File: config.mk
export PLATFORM = sky130hd
export DESIGN_NAME = gmv_row
export DESIGN_NICKNAME = d
export VERILOG_FILES = /design/src/sv/gmv_pkg.sv /design/src/sv/gmv_row.sv
export SDC_FILE = /design/constraint.sdc
export NUM_CORES = 2
export LEC_CHECK = 0
export BUFFER_PORTS_ARGS = -buffer_cell sky130_fd_sc_hd__buf_2
export CAP_MARGIN = 15
export CELL_PAD_IN_SITES_DETAIL_PLACEMENT = 0
export CELL_PAD_IN_SITES_GLOBAL_PLACEMENT = 1
export CORE_UTILIZATION = 52
export CTS_BUF_LIST = sky130_fd_sc_hd__clkbuf_4 sky130_fd_sc_hd__clkbuf_8
export CTS_CLUSTER_DIAMETER = 60
export DETAILED_ROUTE_END_ITERATION = 10
export PLACE_DENSITY = 0.92
export SLEW_MARGIN = 20
export SYNTH_ARGS = -nofsm -noshare
export SYNTH_HDL_FRONTEND = slang
export SYNTH_SLANG_ARGS = --single-unit
File: constraint.sdc
create_clock -name clock -period 9 [get_ports clock]
set_input_delay 0.9 -clock clock [delete_from_list [all_inputs] [get_ports clock]]
set_output_delay 0.9 -clock clock [all_outputs]
set_load 0.05 [all_outputs]
File: src/sv/gmv_pkg.sv
// ----------------------------------------------------------------------------
// gmv_pkg
// Shared types and constants for the 3x3 matrix times vector unit.
// ----------------------------------------------------------------------------
package gmv_pkg;

   // field widths
   localparam int unsigned VEC_W   = 32;
   localparam int unsigned COEF_W  = 16;
   localparam int unsigned ROW_W   = 3 * COEF_W;
   localparam int unsigned TRANS_W = 32;
   localparam int unsigned RES_W   = 32;
   localparam int unsigned FRAC_W  = 12;

   // datapath widths
   localparam int unsigned PROD_W  = COEF_W + VEC_W;         // one entry times one component
   localparam int unsigned TSH_W   = TRANS_W + FRAC_W;       // translation times 4096
   localparam int unsigned PAIR_W  = PROD_W + 1;             // sum of two terms
   localparam int unsigned SUM_W   = PROD_W + 2;             // full row sum
   localparam int unsigned SHR_W   = SUM_W - FRAC_W;         // after floor shift

   // register index port
   localparam int unsigned CSR_IDX_W = 3;

   typedef enum logic [CSR_IDX_W-1:0] {
      CSR_ROT_ROW_0 = 3'd0,
      CSR_ROT_ROW_1 = 3'd1,
      CSR_ROT_ROW_2 = 3'd2,
      CSR_TRANS_X   = 3'd3,
      CSR_TRANS_Y   = 3'd4,
      CSR_TRANS_Z   = 3'd5
   } csr_index_type;

   localparam int unsigned CSR_DATA_W = ROW_W;

   // number of register stages in the datapath
   localparam int unsigned NUM_STAGES = 4;

   // input word
   typedef struct packed {
      logic                     kind;
      logic signed [VEC_W-1:0]  vec_x;
      logic signed [VEC_W-1:0]  vec_y;
      logic signed [VEC_W-1:0]  vec_z;
   } req_type;

   // result word
   typedef struct packed {
      logic signed [RES_W-1:0]  res_0;
      logic signed [RES_W-1:0]  res_1;
      logic signed [RES_W-1:0]  res_2;
   } rsp_type;

   // per-stage load enables, from pipeline control to the row datapaths
   typedef struct packed {
      logic [NUM_STAGES-1:0] load;
   } stage_ctrl_type;

endpackage

File: src/sv/gmv_row.sv
// ----------------------------------------------------------------------------
// gmv_row
// Four-stage datapath for one matrix row: multiply, pair sums, row sum,
// floor shift with saturate or wrap.
// ----------------------------------------------------------------------------
module gmv_row (
   input  logic                                  clock,
   input  gmv_pkg::stage_ctrl_type               ctrl,
   input  logic [gmv_pkg::ROW_W-1:0]             rot_row,
   input  logic signed [gmv_pkg::TRANS_W-1:0]    trans,
   input  gmv_pkg::req_type                      req,
   output logic signed [gmv_pkg::RES_W-1:0]      result
);

   localparam logic signed [gmv_pkg::SHR_W-1:0] SAT_MAX = gmv_pkg::SHR_W'(32767);
   localparam logic signed [gmv_pkg::SHR_W-1:0] SAT_MIN = -(gmv_pkg::SHR_W'(32768));

   logic signed [gmv_pkg::COEF_W-1:0] coef_0, coef_1, coef_2;

   logic signed [gmv_pkg::PROD_W-1:0] prod_0_ff, prod_0_in;
   logic signed [gmv_pkg::PROD_W-1:0] prod_1_ff, prod_1_in;
   logic signed [gmv_pkg::PROD_W-1:0] prod_2_ff, prod_2_in;
   logic signed [gmv_pkg::TSH_W-1:0]  tsh_ff, tsh_in;
   logic                              kind_1_ff;

   logic signed [gmv_pkg::PAIR_W-1:0] pair_a_ff, pair_a_in;
   logic signed [gmv_pkg::PAIR_W-1:0] pair_b_ff, pair_b_in;
   logic                              kind_2_ff;

   logic signed [gmv_pkg::SUM_W-1:0]  sum_ff, sum_in;
   logic                              kind_3_ff;

   logic signed [gmv_pkg::SHR_W-1:0]  shr;
   logic signed [gmv_pkg::RES_W-1:0]  result_ff, result_in;

   // matrix entries, column 0 in low bits
   assign coef_0 = $signed(rot_row[gmv_pkg::COEF_W-1:0]);
   assign coef_1 = $signed(rot_row[2*gmv_pkg::COEF_W-1:gmv_pkg::COEF_W]);
   assign coef_2 = $signed(rot_row[3*gmv_pkg::COEF_W-1:2*gmv_pkg::COEF_W]);

   // stage 1: products and scaled translation
   always_comb begin
      prod_0_in = gmv_pkg::PROD_W'(coef_0 * req.vec_x);
      prod_1_in = gmv_pkg::PROD_W'(coef_1 * req.vec_y);
      prod_2_in = gmv_pkg::PROD_W'(coef_2 * req.vec_z);
      if (req.kind) begin
         tsh_in = {trans, {gmv_pkg::FRAC_W{1'b0}}};
      end else begin
         tsh_in = '0;
      end
   end

   // stage 2: two pair sums
   assign pair_a_in = gmv_pkg::PAIR_W'(prod_0_ff) + gmv_pkg::PAIR_W'(prod_1_ff);
   assign pair_b_in = gmv_pkg::PAIR_W'(prod_2_ff) + gmv_pkg::PAIR_W'(tsh_ff);

   // stage 3: full row sum
   assign sum_in = gmv_pkg::SUM_W'(pair_a_ff) + gmv_pkg::SUM_W'(pair_b_ff);

   // stage 4: floor shift, then saturate to 16 bits or wrap to 32 bits
   assign shr = gmv_pkg::SHR_W'(sum_ff >>> gmv_pkg::FRAC_W);

   always_comb begin
      if (kind_3_ff) begin
         result_in = shr[gmv_pkg::RES_W-1:0];
      end else if (shr > SAT_MAX) begin
         result_in = gmv_pkg::RES_W'(SAT_MAX);
      end else if (shr < SAT_MIN) begin
         result_in = gmv_pkg::RES_W'(SAT_MIN);
      end else begin
         result_in = shr[gmv_pkg::RES_W-1:0];
      end
   end

   // payload registers, loaded by pipeline control
   always_ff @(posedge clock) begin
      if (ctrl.load[0]) begin
         prod_0_ff <= prod_0_in;
         prod_1_ff <= prod_1_in;
         prod_2_ff <= prod_2_in;
         tsh_ff    <= tsh_in;
         kind_1_ff <= req.kind;
      end
      if (ctrl.load[1]) begin
         pair_a_ff <= pair_a_in;
         pair_b_ff <= pair_b_in;
         kind_2_ff <= kind_1_ff;
      end
      if (ctrl.load[2]) begin
         sum_ff    <= sum_in;
         kind_3_ff <= kind_2_ff;
      end
      if (ctrl.load[3]) begin
         result_ff <= result_in;
      end
   end

   assign result = result_ff;

endmodule

==> flow_metrics.tcl <==
set metrics [dict create \
    overflow 0 \
    root_buffer "clkbuf_8" \
    rsz0062_at_grt "no" \
    yosys_warnings 0 \
    die_x_um 370 \
    cts_tree "done" \
    dieArea_um2 137000 \
    antenna_found_initial 9 \
    vias 50000 \
    drt_iter0_markers 3301 \
    finalHoldViolCount 0 \
    drt-wirelength-per-cell_um 18.8 \
    post_cts_buffers 0 \
    die_height_um 370 \
    grt_use_total_pct 26.4 \
    failed_checks "design-rule violations" \
    crit_path_end_kind "register" \
    slew_headroom_pct 32.0 \
    grt_pass1_vias 54100 \
    max-cap-violations 0 \
    ys_seq_elements 347 \
    io_pins 214 \
    arrival_ns 7.82 \
    synth_cells 7370 \
    ys_types 84 \
    cts_buffers 60 \
    fin_area_um2 74000 \
    fmax_ghz 0.135 \
    clock_path_buffers 3 \
    ys_seq_area_share_pct 14.8 \
    port_buffers 213 \
    synth_area_leaders "fa_1 (42%), edfxtp_1 (15%), inv_1 (9.0%)" \
    crit_start "rot_row[33]" \
    grt_pass1_wl_um 284000 \
    hold_buffers 0 \
    tns_ns 0 \
    clk_latency_ns 0.69 \
    worstPathMaxFanout 32 \
    fillerInstances 11800 \
    finalNetCount 9500 \
    status "finished, violations left" \
    ys.flop_type "edfxtp_1" \
    startpoint_type "input pin" \
    finalSetupViolations 0 \
    worst_pin_slew_ns 1.02 \
    clock_sinks 347 \
    drc_errors 12 \
    drtAntennaViolNets 0 \
    grt_max_degree 81 \
    vias_per_cell 5.44 \
    rows 134 \
    min_path_type "reg2reg" \
    cts.repair.resized 0 \
    synthArstFlopShare_pct 0 \
    clkTransAtPathRegs_ns 0.06 \
    hpwl_um 141000 \
    drt-total-wl_um 173000 \
    synth_edf_count 347 \
    synth_fp_nets 9486 \
    synth_top_area_share_pct 41.5 \
    placed_cell_area_um2 72700 \
    avgSynthCellArea_um2 9.54 \
    netlist_area_um2 70300 \
    period_share_pct 82.3 \
    critPathKind "in2reg" \
    hold_start "prod_2_ff[11]" \
    syn2layout_area_growth_pct 5.16 \
    htree_num_levels 2 \
    yosysTopAreaCell "fa_1" \
    routabilityCongestion 0.940 \
    finalMaxSlewViolations 0 \
    start_util_pct 52.6 \
    fin_crit_ns 7.41 \
    finClkSkew_ns 0.0674 \
    r2r_start "prod_1_ff[0]" \
    drive_above_1_share_pct 4.82 \
    dr.pass1.iters 9 \
    required_ns 9.41 \
    core_um2 134000 \
]
## registers in the layout, indices dropped and copies added, names as in the netlist
register	flops
result	32
prod_1_ff	48
kind_1_ff	1
tsh_ff	32
sum_ff	38
kind_3_ff	1
pair_a_ff	49
prod_2_ff	48
pair_b_ff	49
kind_2_ff	1
prod_0_ff	48
## cells by family after synthesis
group | count (synthesis) | synth area share (%)
AOI/OAI and AO/OA | 748 | 7.00
xor gates and xnor gates | 256 | 3.19
adders and majority gates | 1934 | 50.0
buffers and inverters | 1960 | 10.5
DFF | 347 | 14.8
muxes | 2 | 0.0302
and+or+nand+nor | 2123 | 14.5
## per-layer routing
metal / vias up / track usage (%) / part of all wire, %
li1: 22400 / - / -
met2: 1795 / 45.0 / 49
met1: 25500 / 34.3 / 40
met3: 384 / 3.84 / 7.1
met4: 2 / 9.34 / 3.9
met5: - / 0 / 0.0075
## worst max-delay path, stage by stage
cell       delay (ns)
buf_2            0.57
nand2_1          0.17
fa_1             0.54
fa_1             0.51
fa_1             0.52
inv_1            0.05
fa_1             0.50
fa_1             0.50
inv_1            0.05
fa_1             0.48
inv_1            0.04
ha_1             0.32
a21o_1           0.20
a21o_1           0.17
a21oi_1          0.20
a2bb2oi_1        0.21
nand3_1          0.17
a2111oi_2        0.67
o31a_1           0.27
o31ai_1          0.14
a311o_1          0.33
a21oi_1          0.17
xnor2_1          0.09
## stage by stage
step,hold slack (ns),util (%),worst slack [ns],instances
2_1_floorplan,0.400,-,1.98,7370
3_3_place_gp,0.405,54.3,1.14,9090
3_5_place_dp,0.409,54.3,0.960,9090
4_1_cts,0.423,55.3,1.68,9196
5_1_grt,0.425,55.3,1.30,9198
6_report,0.421,55.3,1.59,9199
## synth_stat cells, drive strengths merged (9+ instances only)
cell,number
inv,1684
fa,1460
nand2,983
and2,654
ha,474
edfxtp,347
clkbuf,266
a21oi,221
nor2,216
xnor2,186
a21o,142
o21ai,134
xor2,70
o21a,56
nand3,52
nand2b,45
nand4,40
nor2b,37
nor3,34
o21bai,27
a31oi,26
a211oi,22
and3,19
o211ai,13
a21boi,12
nor4,10
buf,9
o31ai,9
or3,9
## final timing paths
check,to,slack [ns],depth (start not counted)
hold / removal,pair_b_ff[11],0.42,0
hold reg to reg,pair_b_ff[11],0.42,0
setup reg to reg,pair_a_ff[48],4.84,14
setup / recovery,prod_2_ff[45],1.59,23
## cell type report
class	count	area [um2]	area share, %
Antenna cell	3	7.51	0.0101
Multi-Input combinational cell	5063	52600	71.1
Clock inverter	24	259	0.350
Clock buffer	82	997	1.35
Tap cell	1768	2210	2.99
Sequential cell	347	10400	14.1
Inverter	1685	6320	8.55
Timing Repair Buffer	227	1180	1.59
## placed cells by master (no fill, tap or decap), types with 21 or more instances in the layout
| master | n |
|---|---|
| inv_1 | 1682 |
| fa_1 | 1460 |
| nand2_1 | 983 |
| and2_1 | 654 |
| ha_1 | 474 |
| edfxtp_1 | 347 |
| a21oi_1 | 219 |
| nor2_1 | 216 |
| buf_2 | 211 |
| xnor2_1 | 186 |
| a21o_1 | 142 |
| o21ai_0 | 116 |
| xor2_1 | 70 |
| clkbuf_8 | 61 |
| o21a_1 | 56 |
| nand3_1 | 52 |
| nand2b_1 | 45 |
| nand4_1 | 40 |
| nor2b_1 | 37 |
| nor3_1 | 34 |
| o21bai_1 | 27 |
| a31oi_1 | 24 |
| a211oi_1 | 21 |
| clkbuf_4 | 21 |
Power is not shown: default switching activity piles up to over one toggle a cycle in this logic, so the estimate is an artifact.
